<file path="src/hdl/fpts_pkg.sv">
// fpts_pkg: shared constants, types and reset tables for the task scheduler
// no dependencies
package fpts_pkg;

  localparam int NUM_TASKS  = 5;
  localparam int TIME_BITS  = 32;
  localparam int TASK_W     = $clog2(NUM_TASKS);
  localparam int DISPATCH_W = 3;
  localparam int PRIO_W     = 16;
  localparam int LIMIT_W    = 20;
  localparam int PERIOD_W   = 8;
  localparam int FAULT_W    = 16;
  localparam int CFG_IDX_W  = 3;
  localparam int CFG_DATA_W = 20;
  localparam int CMP_W      = (TIME_BITS > LIMIT_W) ? TIME_BITS : LIMIT_W;

  typedef logic signed [PRIO_W-1:0] prio_t;
  typedef logic [TIME_BITS-1:0]     time_t;
  typedef logic [LIMIT_W-1:0]       limit_t;
  typedef logic [PERIOD_W-1:0]      period_t;
  typedef logic [TASK_W-1:0]        task_t;

  localparam prio_t PRIO_REALTIME = -16'sd100;
  localparam prio_t PRIO_CEIL     = 16'sd100;
  localparam prio_t PRIO_FLOOR    = -16'sd32768;

  localparam int TASK_PRI  = 0;
  localparam int TASK_UART = 1;
  localparam int TASK_GEN  = 2;
  localparam int TASK_CTRL = 3;
  localparam int TASK_FIB  = 4;

  localparam int NUM_LIMIT_REGS = 5;
  localparam logic [CFG_IDX_W-1:0] REG_PRI_PERIOD = 3'd5;
  localparam logic [CFG_IDX_W-1:0] REG_FIB_PERIOD = 3'd6;

  localparam period_t PRI_PERIOD_RESET = 8'd2;
  localparam period_t FIB_PERIOD_RESET = 8'd10;

  localparam logic REQ_SCHEDULE   = 1'b0;
  localparam logic REQ_COMPLETION = 1'b1;

  typedef struct packed {
    limit_t [NUM_TASKS-1:0] limit;
    period_t                pri_period;
    period_t                fib_period;
  } cfg_t;

  typedef struct packed {
    logic  req_type;
    logic  timer_fired;
    logic  uart_pending;
    time_t now_tick;
    logic  finished;
    time_t yield_tick;
  } req_t;

  typedef struct packed {
    logic                  dispatch_valid;
    logic [DISPATCH_W-1:0] dispatch_task;
    logic                  halted;
    logic [FAULT_W-1:0]    fault_count;
  } rsp_t;

  function automatic prio_t prio_reset(input int t);
    prio_t p;
    case (t)
      0:       p = -16'sd100;
      1:       p = -16'sd30;
      2:       p = 16'sd10;
      default: p = 16'sd0;
    endcase
    return p;
  endfunction

  function automatic limit_t limit_reset(input int t);
    limit_t l;
    case (t)
      0:       l = 20'd268100;
      1:       l = 20'd40000;
      2:       l = 20'd48000;
      3:       l = 20'd48000;
      4:       l = 20'd78580;
      default: l = '0;
    endcase
    return l;
  endfunction

endpackage

</file>
<file path="src/hdl/fpts_if.sv">
// fpts_if: channel interfaces for request, response and register writes
// depends on fpts_pkg
interface fpts_req_if
  import fpts_pkg::*;
();
  logic  valid;
  logic  ready;
  logic  req_type;
  logic  timer_fired;
  logic  uart_pending;
  time_t now_tick;
  logic  finished;
  time_t yield_tick;

  modport source(output valid, req_type, timer_fired, uart_pending, now_tick,
                 finished, yield_tick, input ready);
  modport sink(input valid, req_type, timer_fired, uart_pending, now_tick,
               finished, yield_tick, output ready);
endinterface

interface fpts_rsp_if
  import fpts_pkg::*;
();
  logic                  valid;
  logic                  ready;
  logic                  dispatch_valid;
  logic [DISPATCH_W-1:0] dispatch_task;
  logic                  halted;
  logic [FAULT_W-1:0]    fault_count;

  modport source(output valid, dispatch_valid, dispatch_task, halted, fault_count,
                 input ready);
  modport sink(input valid, dispatch_valid, dispatch_task, halted, fault_count,
               output ready);
endinterface

interface fpts_cfg_if
  import fpts_pkg::*;
();
  logic                  valid;
  logic                  ready;
  logic [CFG_IDX_W-1:0]  index;
  logic [CFG_DATA_W-1:0] data;

  modport source(output valid, index, data, input ready);
  modport sink(input valid, index, data, output ready);
endinterface

</file>
<file path="src/hdl/fpts_cfg_regs.sv">
// fpts_cfg_regs: execution limits and release periods, written over the config channel
// depends on fpts_pkg and fpts_if
module fpts_cfg_regs
  import fpts_pkg::*;
(
  input  logic       clk,
  input  logic       rst,
  fpts_cfg_if.sink   cfg,
  output cfg_t       regs
);

  assign cfg.ready = 1'b1;

  always_ff @(posedge clk) begin
    if (rst) begin
      for (int t = 0; t < NUM_TASKS; t++) begin
        regs.limit[t] <= limit_reset(t);
      end
      regs.pri_period <= PRI_PERIOD_RESET;
      regs.fib_period <= FIB_PERIOD_RESET;
    end else if (cfg.valid) begin
      if (cfg.index == REG_PRI_PERIOD) begin
        regs.pri_period <= cfg.data[PERIOD_W-1:0];
      end else if (cfg.index == REG_FIB_PERIOD) begin
        regs.fib_period <= cfg.data[PERIOD_W-1:0];
      end else begin
        for (int t = 0; t < NUM_TASKS; t++) begin
          if (t < NUM_LIMIT_REGS && cfg.index == CFG_IDX_W'(t)) begin
            regs.limit[t] <= cfg.data[LIMIT_W-1:0];
          end
        end
      end
    end
  end

endmodule

</file>
<file path="src/hdl/fpts_select.sv">
// fpts_select: picks the waiting task of lowest run priority, lowest index on ties
// depends on fpts_pkg
module fpts_select
  import fpts_pkg::*;
(
  input  logic [NUM_TASKS-1:0]  waiting,
  input  prio_t [NUM_TASKS-1:0] run_prio,
  output logic                  found,
  output task_t                 chosen
);

  prio_t best;

  always_comb begin
    found  = 1'b0;
    chosen = '0;
    best   = '0;
    for (int t = 0; t < NUM_TASKS; t++) begin
      if (waiting[t] && (!found || $signed(run_prio[t]) < $signed(best))) begin
        found  = 1'b1;
        chosen = task_t'(t);
        best   = run_prio[t];
      end
    end
  end

endmodule

</file>
<file path="src/hdl/fpts_core.sv">
// fpts_core: task state, release, dispatch, retirement and overrun checking
// depends on fpts_pkg and fpts_select
module fpts_core
  import fpts_pkg::*;
(
  input  logic clk,
  input  logic rst,
  input  logic fire,
  input  req_t item,
  input  cfg_t regs,
  output rsp_t result
);

  logic [NUM_TASKS-1:0]  waiting, waiting_next;
  prio_t [NUM_TASKS-1:0] base_prio, base_prio_next;
  prio_t [NUM_TASKS-1:0] run_prio, run_prio_next;
  time_t [NUM_TASKS-1:0] rel_time, rel_time_next;
  logic [NUM_TASKS-1:0]  overrun, overrun_next;
  period_t               pri_phase, pri_phase_next;
  period_t               fib_phase, fib_phase_next;
  time_t                 last_timer, last_timer_next;
  task_t                 running, running_next;
  logic                  halt, halt_next;
  logic [FAULT_W-1:0]    faults, faults_next;

  time_t [NUM_TASKS-1:0] elapsed;
  period_t               pri_inc, fib_inc;
  logic                  sched_go;
  logic                  sel_found;
  task_t                 sel_task;
  prio_t                 bp;
  logic                  of;

  always_comb begin
    for (int t = 0; t < NUM_TASKS; t++) begin
      elapsed[t] = item.yield_tick - rel_time[t];
    end
  end

  assign pri_inc  = pri_phase + 1'b1;
  assign fib_inc  = fib_phase + 1'b1;
  assign sched_go = fire && !halt && item.req_type == REQ_SCHEDULE;

  always_comb begin
    waiting_next    = waiting;
    base_prio_next  = base_prio;
    run_prio_next   = run_prio;
    rel_time_next   = rel_time;
    overrun_next    = overrun;
    pri_phase_next  = pri_phase;
    fib_phase_next  = fib_phase;
    last_timer_next = last_timer;
    halt_next       = halt;
    faults_next     = faults;
    bp              = '0;
    of              = 1'b0;
    if (fire && !halt) begin
      if (item.req_type == REQ_SCHEDULE) begin
        if (item.timer_fired) begin
          last_timer_next = item.now_tick;
          waiting_next[TASK_CTRL]  = 1'b1;
          run_prio_next[TASK_CTRL] = base_prio[TASK_CTRL];
          rel_time_next[TASK_CTRL] = item.now_tick;
          waiting_next[TASK_GEN]   = 1'b1;
          run_prio_next[TASK_GEN]  = base_prio[TASK_GEN];
          rel_time_next[TASK_GEN]  = item.now_tick;
          pri_phase_next = pri_inc;
          if (pri_inc >= regs.pri_period) begin
            pri_phase_next = '0;
            waiting_next[TASK_PRI]  = 1'b1;
            run_prio_next[TASK_PRI] = base_prio[TASK_PRI];
            rel_time_next[TASK_PRI] = item.now_tick;
          end
          fib_phase_next = fib_inc;
          if (fib_inc >= regs.fib_period) begin
            fib_phase_next = '0;
            waiting_next[TASK_FIB]  = 1'b1;
            run_prio_next[TASK_FIB] = base_prio[TASK_FIB];
            rel_time_next[TASK_FIB] = item.now_tick;
          end
        end
        if (item.uart_pending) begin
          waiting_next[TASK_UART]  = 1'b1;
          run_prio_next[TASK_UART] = base_prio[TASK_UART];
          rel_time_next[TASK_UART] = last_timer_next;
        end
      end else begin
        if (item.finished && waiting[running]) begin
          bp = base_prio[running];
          of = overrun[running];
          if (of && $signed(bp) > $signed(PRIO_FLOOR)) begin
            bp = bp - prio_t'(1);
          end
          if (CMP_W'(elapsed[running]) < CMP_W'(regs.limit[running] >> 1)) begin
            of = 1'b1;
            if ($signed(bp) < $signed(PRIO_CEIL)) begin
              bp = bp + prio_t'(1);
            end
          end
          if (of) begin
            faults_next = faults + 1'b1;
          end
          base_prio_next[running] = bp;
          overrun_next[running]   = 1'b0;
          waiting_next[running]   = 1'b0;
        end
        for (int t = 0; t < NUM_TASKS; t++) begin
          if (waiting_next[t] && CMP_W'(elapsed[t]) > CMP_W'(regs.limit[t])) begin
            if (base_prio[t] == PRIO_REALTIME) begin
              halt_next = 1'b1;
            end else begin
              overrun_next[t] = 1'b1;
            end
          end
        end
      end
    end
  end

  fpts_select u_select (
    .waiting  (waiting_next),
    .run_prio (run_prio_next),
    .found    (sel_found),
    .chosen   (sel_task)
  );

  assign running_next = (sched_go && sel_found) ? sel_task : running;

  always_comb begin
    result.dispatch_valid = sched_go && sel_found;
    result.dispatch_task  = (sched_go && sel_found) ? DISPATCH_W'(sel_task) : '0;
    result.halted         = halt_next;
    result.fault_count    = faults_next;
  end

  always_ff @(posedge clk) begin
    if (rst) begin
      for (int t = 0; t < NUM_TASKS; t++) begin
        base_prio[t] <= prio_reset(t);
        run_prio[t]  <= prio_reset(t);
      end
      waiting    <= '0;
      rel_time   <= '0;
      overrun    <= '0;
      pri_phase  <= '0;
      fib_phase  <= '0;
      last_timer <= '0;
      running    <= '0;
      halt       <= 1'b0;
      faults     <= '0;
    end else begin
      waiting    <= waiting_next;
      base_prio  <= base_prio_next;
      run_prio   <= run_prio_next;
      rel_time   <= rel_time_next;
      overrun    <= overrun_next;
      pri_phase  <= pri_phase_next;
      fib_phase  <= fib_phase_next;
      last_timer <= last_timer_next;
      running    <= running_next;
      halt       <= halt_next;
      faults     <= faults_next;
    end
  end

endmodule

</file>
<file path="src/hdl/feedback_priority_task_scheduler.sv">
// feedback_priority_task_scheduler: five-task scheduler with feedback priorities
// response is valid once the request has passed the input register and then the result register
// one request per cycle unless rsp stalls, all task updates done in one pass over five entries
// reset (rst, synchronous): task state, priorities, phases, halt and fault count
// return to their initial values, registers to their defaults, both stages empty
// depends on fpts_pkg, fpts_if, fpts_cfg_regs, fpts_core
module feedback_priority_task_scheduler
  import fpts_pkg::*;
(
  input  logic       clk,
  input  logic       rst,
  fpts_req_if.sink   req,
  fpts_rsp_if.source rsp,
  fpts_cfg_if.sink   cfg
);

  cfg_t regs;
  req_t item;
  logic item_valid;
  logic advance;
  rsp_t result;
  rsp_t rsp_data;
  logic rsp_valid;

  assign advance   = item_valid && (!rsp_valid || rsp.ready);
  assign req.ready = !item_valid || advance;

  always_ff @(posedge clk) begin
    if (rst) begin
      item_valid <= 1'b0;
    end else if (req.valid && req.ready) begin
      item_valid <= 1'b1;
    end else if (advance) begin
      item_valid <= 1'b0;
    end
  end

  always_ff @(posedge clk) begin
    if (req.valid && req.ready) begin
      item.req_type     <= req.req_type;
      item.timer_fired  <= req.timer_fired;
      item.uart_pending <= req.uart_pending;
      item.now_tick     <= req.now_tick;
      item.finished     <= req.finished;
      item.yield_tick   <= req.yield_tick;
    end
  end

  fpts_cfg_regs u_cfg_regs (
    .clk  (clk),
    .rst  (rst),
    .cfg  (cfg),
    .regs (regs)
  );

  fpts_core u_core (
    .clk    (clk),
    .rst    (rst),
    .fire   (advance),
    .item   (item),
    .regs   (regs),
    .result (result)
  );

  always_ff @(posedge clk) begin
    if (rst) begin
      rsp_valid <= 1'b0;
    end else if (advance) begin
      rsp_valid <= 1'b1;
    end else if (rsp.ready) begin
      rsp_valid <= 1'b0;
    end
  end

  always_ff @(posedge clk) begin
    if (advance) begin
      rsp_data <= result;
    end
  end

  assign rsp.valid          = rsp_valid;
  assign rsp.dispatch_valid = rsp_data.dispatch_valid;
  assign rsp.dispatch_task  = rsp_data.dispatch_task;
  assign rsp.halted         = rsp_data.halted;
  assign rsp.fault_count    = rsp_data.fault_count;

endmodule

</file>
<file path="src/flat_wrapper.sv">
// flat-port wrapper written by rule: the top's interface ports become plain ports
module feedback_priority_task_scheduler_flat import fpts_pkg::*;
  (clk, rst, req_valid, req_req_type, req_timer_fired, req_uart_pending, req_now_tick, req_finished, req_yield_tick, req_ready, rsp_valid, rsp_dispatch_valid, rsp_dispatch_task, rsp_halted, rsp_fault_count, rsp_ready, cfg_valid, cfg_index, cfg_data, cfg_ready);
  fpts_req_if req_i ();
  fpts_rsp_if rsp_i ();
  fpts_cfg_if cfg_i ();
  input  logic clk;
  input  logic rst;
  input wire logic [$bits(req_i.valid)-1:0] req_valid;
  input wire logic [$bits(req_i.req_type)-1:0] req_req_type;
  input wire logic [$bits(req_i.timer_fired)-1:0] req_timer_fired;
  input wire logic [$bits(req_i.uart_pending)-1:0] req_uart_pending;
  input wire logic [$bits(req_i.now_tick)-1:0] req_now_tick;
  input wire logic [$bits(req_i.finished)-1:0] req_finished;
  input wire logic [$bits(req_i.yield_tick)-1:0] req_yield_tick;
  output wire logic [$bits(req_i.ready)-1:0] req_ready;
  output wire logic [$bits(rsp_i.valid)-1:0] rsp_valid;
  output wire logic [$bits(rsp_i.dispatch_valid)-1:0] rsp_dispatch_valid;
  output wire logic [$bits(rsp_i.dispatch_task)-1:0] rsp_dispatch_task;
  output wire logic [$bits(rsp_i.halted)-1:0] rsp_halted;
  output wire logic [$bits(rsp_i.fault_count)-1:0] rsp_fault_count;
  input wire logic [$bits(rsp_i.ready)-1:0] rsp_ready;
  input wire logic [$bits(cfg_i.valid)-1:0] cfg_valid;
  input wire logic [$bits(cfg_i.index)-1:0] cfg_index;
  input wire logic [$bits(cfg_i.data)-1:0] cfg_data;
  output wire logic [$bits(cfg_i.ready)-1:0] cfg_ready;
  assign req_i.valid = req_valid;
  assign req_i.req_type = req_req_type;
  assign req_i.timer_fired = req_timer_fired;
  assign req_i.uart_pending = req_uart_pending;
  assign req_i.now_tick = req_now_tick;
  assign req_i.finished = req_finished;
  assign req_i.yield_tick = req_yield_tick;
  assign req_ready = req_i.ready;
  assign rsp_valid = rsp_i.valid;
  assign rsp_dispatch_valid = rsp_i.dispatch_valid;
  assign rsp_dispatch_task = rsp_i.dispatch_task;
  assign rsp_halted = rsp_i.halted;
  assign rsp_fault_count = rsp_i.fault_count;
  assign rsp_i.ready = rsp_ready;
  assign cfg_i.valid = cfg_valid;
  assign cfg_i.index = cfg_index;
  assign cfg_i.data = cfg_data;
  assign cfg_ready = cfg_i.ready;
  feedback_priority_task_scheduler u_core (.clk(clk), .rst(rst), .req(req_i), .rsp(rsp_i), .cfg(cfg_i));
endmodule
</file>
<file path="config.mk">
export PLATFORM = sky130hd
export DESIGN_NAME = feedback_priority_task_scheduler_flat
export DESIGN_NICKNAME = d
export VERILOG_FILES = /design/src/hdl/fpts_pkg.sv /design/src/hdl/fpts_if.sv /design/src/hdl/fpts_cfg_regs.sv /design/src/hdl/fpts_select.sv /design/src/hdl/fpts_core.sv /design/src/hdl/feedback_priority_task_scheduler.sv /design/src/flat_wrapper.sv
export SDC_FILE = /design/constraint.sdc
export NUM_CORES = 2
export LEC_CHECK = 0
export BUFFER_PORTS_ARGS = -buffer_cell sky130_fd_sc_hd__buf_2
export CAP_MARGIN = 30
export CORE_MARGIN = 3
export CORE_UTILIZATION = 55
export CTS_BUF_LIST = sky130_fd_sc_hd__clkbuf_8
export CTS_CLUSTER_SIZE = 30
export DETAILED_ROUTE_END_ITERATION = 10
export PLACE_DENSITY = 0.72
export SLEW_MARGIN = 20
export SYNTH_ARGS = -nofsm -noshare
export SYNTH_HDL_FRONTEND = slang
export SYNTH_SLANG_ARGS = --single-unit
</file>
<file path="constraint.sdc">
create_clock -name clk -period 14.1 [get_ports clk]
set_clock_uncertainty 0.2 [all_clocks]
set_input_delay 1.41 -clock clk [delete_from_list [all_inputs] [get_ports clk]]
set_output_delay 1.41 -clock clk [all_outputs]
set_load 0.02 [all_outputs]
</file>
==> impl_metrics.yaml <==
run_status:
  status: "finished, final reports clean"
synth:
  ys_ff_latch: 573
  syn_area_per_cell_um2: 7.99
  async_flop_share: 0
  synth_warnings: 0
  ys.flop_type: "dfxtp_1"
  syn_nets: 5085
  synth_edf_count: 89
  synth_area_um2: 37200
  synthCells: 4661
  synthDistinctLibCells: 102
  yosysSeqAreaShare: 0.332
die:
  fp.dieW_um: 266
  die_area_um2: 70900
  fp.coreArea_um2: 66500
  placement_rows: 94
  start_util: 0.560
  die_h_um: 266
  ioPinCount: 120
detailed_routing:
  drc_errors: 0
  wl_per_cell_um: 22.9
  via_count: 35800
  dr.pass1.iters: 5
  vias_per_cell: 6.33
  drt-total-wl_um: 130000
  met2_length_um: 54200
  wl_met3_um: 15100
  wl_met1_um: 54600
  highest_layer: "met5"
  ant_nets: 0
  drt_iter0_drc: 4338
pwr:
  leakage_nw: 16.2
  power.density_nw_per_um2: 98.2
  max-vdd-ir-drop_mv: 0.0964
run:
  maxCapViolations: 0
cells_and_area:
  drive_gt1_frac: 0.0936
  final_nets: 5134
  multiInputGateArea_um2: 22900
  synthToLayoutAreaGrowth_pct: 8.90
  regArea_um2: 12400
  fillers: 6036
hold_path:
  worstHoldPathCells: 2
  min_path_type: "reg2reg"
global_routing:
  grt_antenna_before_repair: 4
  track_usage: 0.357
  grt_pass1_wl_um: 196000
  grt_max_degree: 86
  grt.overflow.total: 0
  first_global_vias: 32600
setup_path:
  critPathMaxStageDelay_ps: 730
  end_kind: "flip-flop"
  cp.buffers_inverters: 2
  cp_max_fo: 31
  cp_top_family: "compound AO/OA/AOI/OAI gates"
  cp_common_cell: "a21o_1"
  crit_type: "reg2reg"
  slowest_stage: "o41ai_1"
  cp.depth: 51
  start_kind: "flip-flop"
  cp.arrival_ps: 13570
  critPathRequiredTime_ps: 14500
  reg2reg_depth: 51
clock_tree:
  clockBufferDepth: 3
  cts_buffers: 96
  cts_tree: "done"
  postCtsSetupBuffers: 0
  cts_hold_buf: 0
  h-tree-depth: 3
  clkTransAtPathRegs_ps: 60
  clock_sinks: 573
  root_buffer: "clkbuf_8"
  clock_latency_ps: 750
sta:
  tightest_slew_ps: 1070
  fin_ws_ps: 934
  finalSetupViolCount: 0
  relSlewSlack: 0.265
  min_period_ps: 13170
  slew_viol_final: 0
  final.period_utilization: 0.934
  fmax_mhz: 76.0
  grt_setup_unrepaired: "no"
  setup_tns_ps: 0
  final_hold_viol_count: 0
place:
  globalplace.congestion: 0.987
  io_buffer_count: 118
  dp_hpwl_um: 95500
  dpl_worst_slack_ps: 632
worst register-to-register path, delay by kind of cell, from the launching register on:
kind,cells,cell delay (ps)
xor+xnor,1,170
compound gates,31,7530
mux,2,620
simple gates,10,1940
fa+ha+maj,5,1450
flops,1,400
buf+inv,2,750
flip-flops by register name, indices dropped and copies added (netlist names):
| name | cells |
|---|---|
| u_core.u_core.fib_phase | 8 |
| u_core.u_core.halt | 1 |
| u_core.u_core.rel_time | 128 |
| u_core.rsp.valid | 1 |
| u_core.rsp.fault_count | 16 |
| u_core.u_core.base_prio | 80 |
| u_core.u_cfg_regs.regs | 116 |
| u_core.item_valid | 1 |
| u_core.u_core.waiting | 5 |
| u_core.u_core.run_prio | 80 |
| u_core.rsp.halted | 1 |
| u_core.rsp.dispatch_valid | 1 |
| u_core.u_core.faults | 16 |
| u_core.u_core.overrun | 5 |
| u_core.rsp.dispatch_task | 3 |
| u_core.u_core.running | 3 |
| u_core.item | 68 |
| u_core.u_core.last_timer | 32 |
| u_core.u_core.pri_phase | 8 |
placed cells by master, fill, tap and decap left out, types with 95 or more instances in the layout:
cell type  instances
dfxtp_1          481
o21ai_0          194
nand2_1          769
clkbuf_8         112
a21oi_1          497
inv_1            336
mux2i_1           95
nor2_1           278
ha_1             324
buf_2            118
Yosys cell counts, types with 45 or more instances:
master	count	area (µm²)
nand2_1	772	2900
a21oi_1	497	2490
dfxtp_1	484	9690
ha_1	324	4050
inv_1	301	1130
nor2_1	285	1070
o21ai_0	195	976
clkbuf_1	180	676
mux2i_1	95	951
a21o_1	94	706
edfxtp_1	89	2670
a211oi_1	84	631
xnor2_1	78	683
nor3_1	77	385
nand4_1	75	469
o21a_1	75	563
nand3_1	73	365
o211ai_1	68	510
nand2b_1	59	369
and2_1	57	357
xor2_1	55	482
mux2_2	49	552
and3_1	45	282
nor2b_1	45	282
power by group:
group | switching (mW) | internal [mW]
Combinational | 0.425 | 0.249
Clock | 0.730 | 0.854
Sequential | 0.0302 | 1.69
routing by layer:
metal,vias up,global-route usage
met5,-,0
met1,16800,0.492
met3,348,0.0852
met4,2,0.150
li1,16700,-
met2,1903,0.534
kinds of logic (layout without fill, tap and decap cells):
logic type,Yosys count,count (layout),synth area share
mux,147,147,0.0415
simple gates,1635,1635,0.204
other cells,1,6,0.000101
compound gates,1312,1312,0.224
xor+xnor,134,134,0.0317
buf+inv,531,658,0.0561
flops,573,573,0.332
fa+ha+maj,328,328,0.111
per-stage QoR:
step | util | cells | area [µm²] | hold slack (ps) | total power [mW]
2_1_floorplan | - | 4661 | 37200 | 234 | 2.20
3_3_place_gp | 0.579 | 5471 | 38500 | 241 | 2.40
3_5_place_dp | 0.579 | 5473 | 38500 | 246 | 2.41
4_1_cts | 0.610 | 5649 | 40500 | 255 | 3.98
5_1_grt | 0.610 | 5655 | 40600 | 269 | 4.14
6_report | 0.610 | 5657 | 40600 | 252 | 3.98
worst paths after layout:
| path | start | endpoint | slack (ps) |
|---|---|---|---|
| setup / recovery | u_core.u_core.pri_phase[2]$_SDFFE_PP0P_ | u_core.u_core.running[1]$_SDFFE_PP0P_ | 930 |
| hold / removal | u_core.u_core.last_timer[24]$_SDFFE_PP0P_ | u_core.u_core.last_timer[24]$_SDFFE_PP0P_ | 250 |
| setup reg to reg | u_core.u_core.pri_phase[2]$_SDFFE_PP0P_ | u_core.u_core.running[1]$_SDFFE_PP0P_ | 930 |
| hold reg to reg | u_core.u_core.last_timer[24]$_SDFFE_PP0P_ | u_core.u_core.last_timer[24]$_SDFFE_PP0P_ | 250 |
final cells by class:
cell class	count	area share
clock inverters	64	0.0116
repair buffers	179	0.0265
flip-flops and latches	573	0.305
well taps	864	0.0267
inverters	303	0.0281
multi-input cells	3557	0.564
diodes	5	0.000308
clock buffers	112	0.0380
timing repair:
| action | 4_1_cts | 5_1_grt |
|---|---|---|
| endpoints found under the setup margin | 0 | 6 |
| hold endpoints to repair | 0 | 0 |
| gates resized for setup | 0 | 2 |
(Power assumes the default switching activity.)
